===== config.mk =====
export PLATFORM = sky130hd
export DESIGN_NAME = serpentine_grid_cell_placer_flat
export DESIGN_NICKNAME = d
export VERILOG_FILES = /design/src/hw/rtl/sgcp_pkg.sv /design/src/hw/rtl/sgcp_if.sv /design/src/hw/rtl/sgcp_cfg_regs.sv /design/src/hw/rtl/sgcp_cursor.sv /design/src/hw/rtl/serpentine_grid_cell_placer.sv /design/src/flat_wrapper.sv
export SDC_FILE = /design/constraint.sdc
export NUM_CORES = 1
export LEC_CHECK = 0
export BUFFER_PORTS_ARGS = -buffer_cell sky130_fd_sc_hd__buf_2
export CORE_AREA = 2 2 130 164
export DETAILED_ROUTE_END_ITERATION = 10
export DIE_AREA = 0 0 132 166
export GPL_TIMING_DRIVEN = 0
export PLACE_DENSITY_LB_ADDON = 0.05
export SKIP_CTS_REPAIR_TIMING = 1
export SLEW_MARGIN = 20
export SYNTH_ARGS = -nofsm -noshare
export SYNTH_HDL_FRONTEND = slang
export SYNTH_HIERARCHICAL = 1
export SYNTH_SLANG_ARGS = --single-unit

===== constraint.sdc =====
create_clock -name clk_i -period 18.3 [get_ports clk_i]
set_input_delay 1.83 -clock clk_i [delete_from_list [all_inputs] [get_ports clk_i]]
set_output_delay 1.83 -clock clk_i [all_outputs]
set_load 0.01 [all_outputs]

===== src/hw/rtl/sgcp_pkg.sv =====
// types, constants and helper functions of the serpentine grid cell placer
// no dependencies; used by every other file of the block but the defines header
package sgcp_pkg;

  localparam int unsigned CoordW  = 8;
  localparam int unsigned SymW    = 2;
  localparam int unsigned LevelW  = 8;
  localparam int unsigned SpanW   = CoordW + 2;
  localparam int unsigned DataW   = 32;
  localparam int unsigned NumRegs = 2;
  localparam int unsigned IdxBit  = 2;
  localparam int unsigned AddrW   = IdxBit + $clog2(NumRegs);

  localparam logic [CoordW-1:0] RowsRst = CoordW'(64);
  localparam logic [CoordW-1:0] ColsRst = CoordW'(64);
  localparam logic [CoordW-1:0] ColEnd  = '1;
  localparam logic [LevelW-1:0] LevelOn = '1;

  // finder squares and alignment square, as offsets from the grid edge
  localparam int FinderSize = 8;
  localparam int AlignFar   = 6;
  localparam int AlignNear  = 2;

  typedef enum logic [SymW-1:0] {
    SymRed   = 2'd0,
    SymBlack = 2'd1,
    SymWhite = 2'd2,
    SymGreen = 2'd3
  } symbol_e;

  typedef enum logic [$clog2(NumRegs)-1:0] {
    RegGridRows = 1'b0,
    RegGridCols = 1'b1
  } reg_idx_e;

  typedef logic signed [SpanW-1:0] span_t;

  typedef struct packed {
    logic [CoordW-1:0] rows;
    logic [CoordW-1:0] cols;
  } grid_cfg_t;

  typedef struct packed {
    logic              hit;
    logic [CoordW-1:0] col;
  } row_hit_t;

  typedef struct packed {
    logic [LevelW-1:0] blue;
    logic [LevelW-1:0] green;
    logic [LevelW-1:0] red;
  } levels_t;

  typedef struct packed {
    logic              placed;
    logic [CoordW-1:0] cell_row;
    logic [CoordW-1:0] cell_col;
    logic [SymW-1:0]   colour_code;
    levels_t           levels;
  } result_t;

  function automatic span_t to_span(logic [CoordW-1:0] v);
    return span_t'({{(SpanW-CoordW){1'b0}}, v});
  endfunction

  function automatic levels_t colour_levels(symbol_e s);
    levels_t lv;
    lv = '0;
    case (s)
      SymRed:   lv.red = LevelOn;
      SymBlack: lv = '0;
      SymWhite: lv = '{blue: LevelOn, green: LevelOn, red: LevelOn};
      SymGreen: lv.green = LevelOn;
      default:  lv = '0;
    endcase
    return lv;
  endfunction

  // first free cell of one row, walking from a start column in the row's direction
  function automatic row_hit_t row_search(logic [CoordW-1:0] row, grid_cfg_t cfg, span_t from);
    span_t    r_s;
    span_t    nr_s;
    span_t    nc_s;
    span_t    a_lo;
    span_t    a_hi;
    span_t    b_pos;
    logic     top;
    logic     mid;
    logic     align;
    logic     a_ok;
    logic     b_ok;
    row_hit_t res;
    r_s   = to_span(row);
    nr_s  = to_span(cfg.rows);
    nc_s  = to_span(cfg.cols);
    top   = r_s < span_t'(FinderSize);
    mid   = !top && (r_s < nr_s - span_t'(FinderSize));
    align = !top && !mid && (r_s >= nr_s - span_t'(AlignFar)) &&
            (r_s <= nr_s - span_t'(AlignNear));
    a_lo  = mid ? '0 : span_t'(FinderSize);
    if (top) begin
      a_hi = nc_s - span_t'(FinderSize + 1);
    end else if (align) begin
      a_hi = nc_s - span_t'(AlignFar + 1);
    end else begin
      a_hi = nc_s - span_t'(1);
    end
    b_pos = nc_s - span_t'(1);
    a_ok  = a_lo <= a_hi;
    b_ok  = align && (b_pos >= span_t'(FinderSize));
    res   = '0;
    if (!row[0]) begin
      if (a_ok && (from <= a_hi)) begin
        res.hit = 1'b1;
        res.col = (from > a_lo) ? from[CoordW-1:0] : a_lo[CoordW-1:0];
      end else if (b_ok && (from <= b_pos)) begin
        res.hit = 1'b1;
        res.col = b_pos[CoordW-1:0];
      end
    end else begin
      if (b_ok && (from >= b_pos)) begin
        res.hit = 1'b1;
        res.col = b_pos[CoordW-1:0];
      end else if (a_ok && (from >= a_lo)) begin
        res.hit = 1'b1;
        res.col = (from < a_hi) ? from[CoordW-1:0] : a_hi[CoordW-1:0];
      end
    end
    return res;
  endfunction

endpackage


===== src/hw/rtl/sgcp_if.sv =====
// request and result channel interfaces of the serpentine grid cell placer
// depends on sgcp_pkg
interface sgcp_req_if;
  import sgcp_pkg::*;

  logic            valid;
  logic            ready;
  logic [SymW-1:0] symbol;
  logic            start_frame;

  modport source (output valid, symbol, start_frame, input ready);
  modport sink (input valid, symbol, start_frame, output ready);
endinterface

interface sgcp_res_if;
  import sgcp_pkg::*;

  logic              valid;
  logic              ready;
  logic              placed;
  logic [CoordW-1:0] cell_row;
  logic [CoordW-1:0] cell_col;
  logic [SymW-1:0]   colour_code;
  logic [LevelW-1:0] blue_level;
  logic [LevelW-1:0] green_level;
  logic [LevelW-1:0] red_level;

  modport source (
    output valid, placed, cell_row, cell_col, colour_code, blue_level, green_level, red_level,
    input  ready
  );
  modport sink (
    input  valid, placed, cell_row, cell_col, colour_code, blue_level, green_level, red_level,
    output ready
  );
endinterface


===== src/hw/rtl/sgcp_cfg_regs.sv =====
// apb register file holding the grid size
// depends on sgcp_pkg
module sgcp_cfg_regs (
  input  logic                       clk_i,
  input  logic                       rst_ni,
  input  logic                       psel,
  input  logic                       penable,
  input  logic                       pwrite,
  input  logic [sgcp_pkg::AddrW-1:0] paddr,
  input  logic [sgcp_pkg::DataW-1:0] pwdata,
  output logic [sgcp_pkg::DataW-1:0] prdata,
  output logic                       pready,
  output sgcp_pkg::grid_cfg_t        cfg_o
);
  import sgcp_pkg::*;

  logic [CoordW-1:0] rows_q;
  logic [CoordW-1:0] rows_d;
  logic [CoordW-1:0] cols_q;
  logic [CoordW-1:0] cols_d;
  logic              wr_en;
  reg_idx_e          idx;

  assign pready = 1'b1;
  assign wr_en  = psel && penable && pwrite;
  assign idx    = reg_idx_e'(paddr[AddrW-1:IdxBit]);

  always_comb begin
    rows_d = rows_q;
    cols_d = cols_q;
    prdata = '0;
    case (idx)
      RegGridRows: begin
        prdata[CoordW-1:0] = rows_q;
        if (wr_en) begin
          rows_d = pwdata[CoordW-1:0];
        end
      end
      RegGridCols: begin
        prdata[CoordW-1:0] = cols_q;
        if (wr_en) begin
          cols_d = pwdata[CoordW-1:0];
        end
      end
      default: prdata = '0;
    endcase
  end

  always_ff @(posedge clk_i or negedge rst_ni) begin
    if (!rst_ni) begin
      rows_q <= RowsRst;
      cols_q <= ColsRst;
    end else begin
      rows_q <= rows_d;
      cols_q <= cols_d;
    end
  end

  assign cfg_o = '{rows: rows_q, cols: cols_q};

endmodule


===== src/hw/rtl/sgcp_cursor.sv =====
// scan cursor and combinational search for the next free cell
// depends on sgcp_pkg
module sgcp_cursor (
  input  logic                      clk_i,
  input  logic                      rst_ni,
  input  sgcp_pkg::grid_cfg_t       cfg_i,
  input  logic                      step_i,
  input  logic [sgcp_pkg::SymW-1:0] symbol_i,
  input  logic                      start_frame_i,
  output sgcp_pkg::result_t         result_o
);
  import sgcp_pkg::*;

  logic [CoordW-1:0] scan_row_q;
  logic [CoordW-1:0] scan_row_d;
  logic [CoordW-1:0] scan_col_q;
  logic [CoordW-1:0] scan_col_d;
  logic [CoordW-1:0] row0;
  logic [CoordW-1:0] col0;
  logic [CoordW-1:0] row1;
  logic [CoordW-1:0] found_row;
  logic [CoordW-1:0] found_col;
  logic [CoordW-1:0] stray_col;
  logic              odd0;
  logic              past_left;
  logic              active;
  logic              in_row;
  logic              row_done;
  logic              on_track;
  logic              row1_ok;
  logic              row8_ok;
  logic              found;
  span_t             rows_s;
  span_t             cols_s;
  span_t             row0_s;
  span_t             col0_s;
  span_t             entry1;
  row_hit_t          hit0;
  row_hit_t          hit1;
  row_hit_t          hit8;

  always_comb begin
    row0      = start_frame_i ? '0 : scan_row_q;
    col0      = start_frame_i ? '0 : scan_col_q;
    odd0      = row0[0];
    past_left = odd0 && (col0 == ColEnd);
    rows_s    = to_span(cfg_i.rows);
    cols_s    = to_span(cfg_i.cols);
    row0_s    = to_span(row0);
    col0_s    = past_left ? span_t'(-1) : to_span(col0);
    active    = row0_s < rows_s;
    in_row    = (col0_s >= span_t'(0)) && (col0_s < cols_s);
    row_done  = past_left || (!odd0 && (col0_s == cols_s));
    on_track  = in_row || row_done;

    hit0    = row_search(row0, cfg_i, col0_s);
    row1    = row0 + CoordW'(1);
    entry1  = row1[0] ? cols_s - span_t'(1) : '0;
    hit1    = row_search(row1, cfg_i, entry1);
    row1_ok = to_span(row1) < rows_s;
    // top rows all reserved: the next candidate is the first row under the finders
    row8_ok = (row0_s < span_t'(FinderSize - 1)) && (span_t'(FinderSize) < rows_s);
    hit8    = row_search(CoordW'(FinderSize), cfg_i, '0);

    found     = 1'b0;
    found_row = row0;
    found_col = hit0.col;
    if (active) begin
      if (in_row && hit0.hit) begin
        found = 1'b1;
      end else if (on_track && row1_ok && hit1.hit) begin
        found     = 1'b1;
        found_row = row1;
        found_col = hit1.col;
      end else if (on_track && row8_ok && hit8.hit) begin
        found     = 1'b1;
        found_row = CoordW'(FinderSize);
        found_col = hit8.col;
      end
    end

    // cursor left off the grid: it moves by one column when an odd number of rows remain, else it stays
    if (cfg_i.rows[0] ^ odd0) begin
      stray_col = odd0 ? col0 + CoordW'(1) : col0 - CoordW'(1);
    end else begin
      stray_col = col0;
    end

    result_o   = '0;
    scan_row_d = row0;
    scan_col_d = col0;
    if (found) begin
      result_o.placed      = 1'b1;
      result_o.cell_row    = found_row;
      result_o.cell_col    = found_col;
      result_o.colour_code = symbol_i;
      result_o.levels      = colour_levels(symbol_e'(symbol_i));
      scan_row_d           = found_row;
      scan_col_d           = found_row[0] ? found_col - CoordW'(1) : found_col + CoordW'(1);
    end else if (active) begin
      scan_row_d = cfg_i.rows;
      if (on_track) begin
        scan_col_d = cfg_i.rows[0] ? cfg_i.cols - CoordW'(1) : '0;
      end else begin
        scan_col_d = stray_col;
      end
    end
  end

  always_ff @(posedge clk_i or negedge rst_ni) begin
    if (!rst_ni) begin
      scan_row_q <= '0;
      scan_col_q <= '0;
    end else if (step_i) begin
      scan_row_q <= scan_row_d;
      scan_col_q <= scan_col_d;
    end
  end

endmodule


===== src/hw/rtl/serpentine_grid_cell_placer.sv =====
// top level of the serpentine grid cell placer: request register, cursor, result register
// depends on sgcp_pkg, sgcp_if, sgcp_cfg_regs and sgcp_cursor
//
// Takes one request per clock cycle while the result side is ready and returns one result for
// each, in order. A request lands in an input register; the next free cell of the serpentine
// scan is then found combinationally by comparators on the row bands of the grid (finder rows,
// plain rows, alignment rows) and lands in the result register, while the cursor moves on for
// the following request. Stalls on the result side hold one result and one request before
// ready drops. A full grid gives placed low with all other fields zero. Grid rows and columns
// are written over apb at byte addresses 0 and 4; the user writes them only while no request
// is in flight, which the block does not enforce. Both reset to 64. No memory, no clearing pass.
module serpentine_grid_cell_placer (
  input  logic                       clk_i,
  input  logic                       rst_ni,
  sgcp_req_if.sink                   req_i,
  sgcp_res_if.source                 res_o,
  input  logic                       psel,
  input  logic                       penable,
  input  logic                       pwrite,
  input  logic [sgcp_pkg::AddrW-1:0] paddr,
  input  logic [sgcp_pkg::DataW-1:0] pwdata,
  output logic [sgcp_pkg::DataW-1:0] prdata,
  output logic                       pready
);
  import sgcp_pkg::*;

  grid_cfg_t       cfg;
  result_t         result;
  result_t         out_res_q;
  logic            out_valid_q;
  logic            out_valid_d;
  logic            in_valid_q;
  logic            in_valid_d;
  logic [SymW-1:0] in_sym_q;
  logic            in_start_q;
  logic            out_free;
  logic            advance;
  logic            take;

  sgcp_cfg_regs u_cfg_regs (
    .clk_i   (clk_i),
    .rst_ni  (rst_ni),
    .psel    (psel),
    .penable (penable),
    .pwrite  (pwrite),
    .paddr   (paddr),
    .pwdata  (pwdata),
    .prdata  (prdata),
    .pready  (pready),
    .cfg_o   (cfg)
  );

  sgcp_cursor u_cursor (
    .clk_i         (clk_i),
    .rst_ni        (rst_ni),
    .cfg_i         (cfg),
    .step_i        (advance),
    .symbol_i      (in_sym_q),
    .start_frame_i (in_start_q),
    .result_o      (result)
  );

  assign out_free    = !out_valid_q || res_o.ready;
  assign advance     = in_valid_q && out_free;
  assign req_i.ready = !in_valid_q || advance;
  assign take        = req_i.valid && req_i.ready;

  always_comb begin
    in_valid_d  = in_valid_q;
    out_valid_d = out_valid_q;
    if (take) begin
      in_valid_d = 1'b1;
    end else if (advance) begin
      in_valid_d = 1'b0;
    end
    if (advance) begin
      out_valid_d = 1'b1;
    end else if (res_o.ready) begin
      out_valid_d = 1'b0;
    end
  end

  always_ff @(posedge clk_i or negedge rst_ni) begin
    if (!rst_ni) begin
      in_valid_q  <= 1'b0;
      out_valid_q <= 1'b0;
    end else begin
      in_valid_q  <= in_valid_d;
      out_valid_q <= out_valid_d;
    end
  end

  // request payload
  always_ff @(posedge clk_i) begin
    if (take) begin
      in_sym_q   <= req_i.symbol;
      in_start_q <= req_i.start_frame;
    end
  end

  // result payload
  always_ff @(posedge clk_i) begin
    if (advance) begin
      out_res_q <= result;
    end
  end

  assign res_o.valid       = out_valid_q;
  assign res_o.placed      = out_res_q.placed;
  assign res_o.cell_row    = out_res_q.cell_row;
  assign res_o.cell_col    = out_res_q.cell_col;
  assign res_o.colour_code = out_res_q.colour_code;
  assign res_o.blue_level  = out_res_q.levels.blue;
  assign res_o.green_level = out_res_q.levels.green;
  assign res_o.red_level   = out_res_q.levels.red;

endmodule


===== src/flat_wrapper.sv =====
// flat-port wrapper written by rule: the top's interface ports become plain ports
module serpentine_grid_cell_placer_flat import sgcp_pkg::*;
  (clk_i, rst_ni, psel, penable, pwrite, paddr, pwdata, prdata, pready, req_i_valid, req_i_symbol, req_i_start_frame, req_i_ready, res_o_valid, res_o_placed, res_o_cell_row, res_o_cell_col, res_o_colour_code, res_o_blue_level, res_o_green_level, res_o_red_level, res_o_ready);
  sgcp_req_if req_i_i ();
  sgcp_res_if res_o_i ();
  input  logic clk_i;
  input  logic rst_ni;
  input  logic psel;
  input  logic penable;
  input  logic pwrite;
  input  logic [sgcp_pkg::AddrW-1:0] paddr;
  input  logic [sgcp_pkg::DataW-1:0] pwdata;
  output logic [sgcp_pkg::DataW-1:0] prdata;
  output logic pready;
  input wire logic [$bits(req_i_i.valid)-1:0] req_i_valid;
  input wire logic [$bits(req_i_i.symbol)-1:0] req_i_symbol;
  input wire logic [$bits(req_i_i.start_frame)-1:0] req_i_start_frame;
  output wire logic [$bits(req_i_i.ready)-1:0] req_i_ready;
  output wire logic [$bits(res_o_i.valid)-1:0] res_o_valid;
  output wire logic [$bits(res_o_i.placed)-1:0] res_o_placed;
  output wire logic [$bits(res_o_i.cell_row)-1:0] res_o_cell_row;
  output wire logic [$bits(res_o_i.cell_col)-1:0] res_o_cell_col;
  output wire logic [$bits(res_o_i.colour_code)-1:0] res_o_colour_code;
  output wire logic [$bits(res_o_i.blue_level)-1:0] res_o_blue_level;
  output wire logic [$bits(res_o_i.green_level)-1:0] res_o_green_level;
  output wire logic [$bits(res_o_i.red_level)-1:0] res_o_red_level;
  input wire logic [$bits(res_o_i.ready)-1:0] res_o_ready;
  assign req_i_i.valid = req_i_valid;
  assign req_i_i.symbol = req_i_symbol;
  assign req_i_i.start_frame = req_i_start_frame;
  assign req_i_ready = req_i_i.ready;
  assign res_o_valid = res_o_i.valid;
  assign res_o_placed = res_o_i.placed;
  assign res_o_cell_row = res_o_i.cell_row;
  assign res_o_cell_col = res_o_i.cell_col;
  assign res_o_colour_code = res_o_i.colour_code;
  assign res_o_blue_level = res_o_i.blue_level;
  assign res_o_green_level = res_o_i.green_level;
  assign res_o_red_level = res_o_i.red_level;
  assign res_o_i.ready = res_o_ready;
  serpentine_grid_cell_placer u_core (.clk_i(clk_i), .rst_ni(rst_ni), .req_i(req_i_i), .res_o(res_o_i), .psel(psel), .penable(penable), .pwrite(pwrite), .paddr(paddr), .pwdata(pwdata), .prdata(prdata), .pready(pready));
endmodule

==> results.md <==
- Result of the run: finished clean
- Critical path's most frequent cell: sky130_fd_sc_hd__o21ai_0
- Die height: 166 um
- Combined global-route utilization of all metal layers: 27.2%
- DRC violation count after routing: 0
- Worst setup EP type: flop
- Number of vias per cell after detailed routing: 5.88
- Commonest cells after routing, fill and taps aside: sky130_fd_sc_hd__ha_1 (110), sky130_fd_sc_hd__nand2_1 (87), sky130_fd_sc_hd__nor2_1 (86), sky130_fd_sc_hd__buf_2 (77), sky130_fd_sc_hd__o21ai_0 (65)
- Via count of the first global-routing pass: 8153
- Clock sinks: 80
- Die X: 132 um
- Sum of net half-perimeters after detailed placement: 23800 um
- Maximum number of pins on one net before global-route repair: 35
- Diode insertion count for antenna repair: 0
- Post-synth EDFFs: 46
- Design Area, Final: 0.0102 mm2
- Sequential area share after synthesis: 24.6%
- Remaining global-route overflow: 0
- Crit path setup slack, layout: 6.94 ns
- Most used flip-flop cell after synthesis: sky130_fd_sc_hd__edfxtp_1
- Nature of the critical path startpoint: flop
- Final Max Tran Viols: 0
- Post-Place Worst Slack: 7.14 ns
- Die ar.: 0.0219 mm2
- Flip-flop and latch count after synthesis: 80
- Top-Level Pins: 123
- Cell types occupying the most area after synthesis: sky130_fd_sc_hd__edfxtp_1 (15%), sky130_fd_sc_hd__ha_1 (15%), sky130_fd_sc_hd__dfrtp_1 (8.8%), sky130_fd_sc_hd__buf_4 (4.0%), sky130_fd_sc_hd__xnor2_1 (3.9%)
- Starting density of the core: 44.4%
- Crit path required time: 18.53 ns
- Number of buffers created by CTS: 9
- Clock transition at the register clock pins on the worst setup and hold paths after CTS: 0.07 ns
- Final Critical Period: 11.36 ns
- Total Nets Final: 1330
- Kind of cell adding the most delay to the critical path: simple AND/OR/NAND/NOR gates
- Detailed-route via count: 8544
- Setup repair after global routing missed its margin: no
- P&R area growth vs syn: 12.7%
- Top cell type's share of synthesized area: 15.2%
- Count of input and output buffers: 70
- Floorplan core area: 0.0204 mm2
- Slowest stage delay, CP: 0.76 ns
- Slowest library cell on the worst path: sky130_fd_sc_hd__nor4_1
- Leading cell type in the layout, fill and taps excluded: sky130_fd_sc_hd__ha_1
- Average wire per cell in the routed design: 20.7 um
- Number of instances in the synthesized netlist: 1068
- Total power divided by cell area: 196 mW/mm2
- H-tree Lvls: 3
- Leakage: 4.74 nW
- Initial antenna violation count: 0
- Clock insertion delay at the later pin of the skew report: 0.35 ns
- Initial drt markers: 629
- WL final: 30100 um
- Crit share post-route: 62.1%
- Clock Root Buffer: sky130_fd_sc_hd__clkbuf_16
- Final hold vios: 0
- Min-delay worst type: flop to flop
- Utilization of the core after routing: 50.0%
- Clock Skews: 0.0188 ns
- Avg Synthesized Cell Area: 8.49 um2
- 1st-pass router iterations: 8
- Worst IR Drop VDD: 0.0000937 V
- Ys Warns: 6
- Worst Path Arrival: 11.60 ns
- Yosys cell types: 96
- Post-Syn Area: 0.00907 mm2
- RePlAce Congestion: 0.955
- Number of rows created at floorplan: 59
- Fraction of final layout cells sized beyond drive strength 1: 17.2%
- Worst-case clock buffer depth: 2
- Clock tree from TritonCTS: done
- Peak fanout along the critical path: 11
- CP Buf/Inv Count: 6
- Share of flip-flops with an asynchronous set or reset: 42.5%
- Least-Margin Pin Slew: 1.07 ns
- Routed Antenna Nets: 0
- Final sum of negative setup slack: 0 ns
- Upper clock frequency limit: 88.0 MHz
- Post-place instance area: 0.00988 mm2
- Class of the most critical setup path: flop to flop
- Power after layout: 2.01 mW
- Endpoints failing setup: 0
- Max-slew headroom at the worst pin: 28.0%
- Max Cap Viol: 0
- Biggest area consumer among synthesized cells: sky130_fd_sc_hd__edfxtp_1
- Wire length of the first global-routing pass: 46600 um
[cells by family (layout without fill, tap and decap cells)]
| kind of cell | count (synthesis) | count (layout) | share of synthesized area (%) |
|---|---|---|---|
| adders and majority gates | 113 | 113 | 15.7 |
| other | 2 | 25 | 0.0828 |
| muxes | 31 | 31 | 3.83 |
| xor gates and xnor gates | 53 | 53 | 5.12 |
| AOI/OAI and AO/OA | 301 | 301 | 23.1 |
| buffers and inverters | 145 | 232 | 8.18 |
| and+or+nand+nor | 343 | 343 | 19.3 |
| DFF | 80 | 80 | 24.6 |
[power breakdown]
group | internal [mW] | switching (mW) | leakage, nW | total (mW)
Clock | 0.134 | 0.0763 | 0.167 | 0.211
Sequential | 0.270 | 0.0430 | 0.862 | 0.313
Combinational | 0.554 | 0.930 | 3.71 | 1.48
[layer usage]
metal	up-vias	GRT usage, %	share of wire, %
met5	-	0	0
met3	85	3.27	6.7
met2	372	46.0	47
met4	0	14.0	5.1
li1	4085	-	-
met1	4002	34.1	41
[sequential cells by signal (all words and copies together) (netlist names)]
| name | count |
|---|---|
| u_core/u_cursor/scan_col_q | 8 |
| u_core/in_start_q | 1 |
| u_core/u_cfg_regs/rows_q | 8 |
| u_core/res_o.blue_level | 8 |
| u_core/u_cursor/scan_row_q | 8 |
| u_core/res_o.colour_code | 2 |
| u_core/u_cfg_regs/cols_q | 8 |
| u_core/in_valid_q | 1 |
| u_core/res_o.placed | 1 |
| u_core/res_o.valid | 1 |
| u_core/res_o.cell_col | 8 |
| u_core/res_o.cell_row | 8 |
| u_core/res_o.red_level | 8 |
| u_core/res_o.green_level | 8 |
| u_core/in_sym_q | 2 |
[worst register-to-register path: cells and delay by family, from the launching register on]
kind	cells	cell delay [ns]
compound gates	16	2.84
xor+xnor	3	1.21
flops	1	0.49
buf+inv	6	2.08
fa+ha+maj	4	1.31
simple gates	13	3.31
[through the flow]
step                      hold slack (ns)  std cells
after global routing                0.560       1452
final                               0.535       1452
after detailed placement            0.517       1436
after global placement              0.514       1435
after floorplan                     0.483       1091
after CTS                           0.534       1452
[area by class of cell]
class | instances | area (um2)
inverters | 60 | 225
well taps | 274 | 343
flip-flops and latches | 80 | 2230
clock inverters | 6 | 116
fillers | 2083 | 10200
clock buffers | 10 | 229
plain buffers | 85 | 517
multi-input cells | 866 | 6180
repair buffers | 71 | 378
[cells in the mapped netlist (7+ instances only)]
master                     count
sky130_fd_sc_hd__nor3_1       18
sky130_fd_sc_hd__inv_1        57
sky130_fd_sc_hd__nand2_1      87
sky130_fd_sc_hd__buf_4        48
sky130_fd_sc_hd__nand2b_1     20
sky130_fd_sc_hd__nand3_1      31
sky130_fd_sc_hd__o211ai_1      8
sky130_fd_sc_hd__xor2_1       13
sky130_fd_sc_hd__a31oi_1      14
sky130_fd_sc_hd__o21ai_0      65
sky130_fd_sc_hd__o21a_1        9
sky130_fd_sc_hd__dfrtp_1      32
sky130_fd_sc_hd__o21bai_1      7
sky130_fd_sc_hd__mux2_2       25
sky130_fd_sc_hd__and3_1       10
sky130_fd_sc_hd__nand4_1      18
sky130_fd_sc_hd__nor2b_1      25
sky130_fd_sc_hd__edfxtp_1     46
sky130_fd_sc_hd__buf_2         7
sky130_fd_sc_hd__a21oi_1      61
sky130_fd_sc_hd__xnor2_1      40
sky130_fd_sc_hd__o22ai_1      11
sky130_fd_sc_hd__ha_1        110
sky130_fd_sc_hd__a21o_1       24
sky130_fd_sc_hd__and2_1       15
sky130_fd_sc_hd__a22oi_1       7
sky130_fd_sc_hd__a211oi_1      9
sky130_fd_sc_hd__clkbuf_1     26
sky130_fd_sc_hd__nor2_1       86
[worst paths after layout]
kind / startpoint / endpoint / slack (ns) / cells past startpoint
max in group asynchronous: rst_ni / u_core/u_cursor/scan_col_q[1] / 16.16 / 1
hold reg to reg: u_core/u_cfg_regs/cols_q[2] / u_core/u_cfg_regs/cols_q[2] / 0.53 / 1
min in group asynchronous: rst_ni / u_core/u_cfg_regs/rows_q[4] / 1.59 / 1
hold / removal: u_core/u_cfg_regs/cols_q[2] / u_core/u_cfg_regs/cols_q[2] / 0.53 / 1
setup / recovery: u_core/in_start_q / u_core/u_cursor/scan_col_q[7] / 6.94 / 42
setup reg to reg: u_core/in_start_q / u_core/u_cursor/scan_col_q[7] / 6.94 / 42
Power figures use the tool's default switching activity.
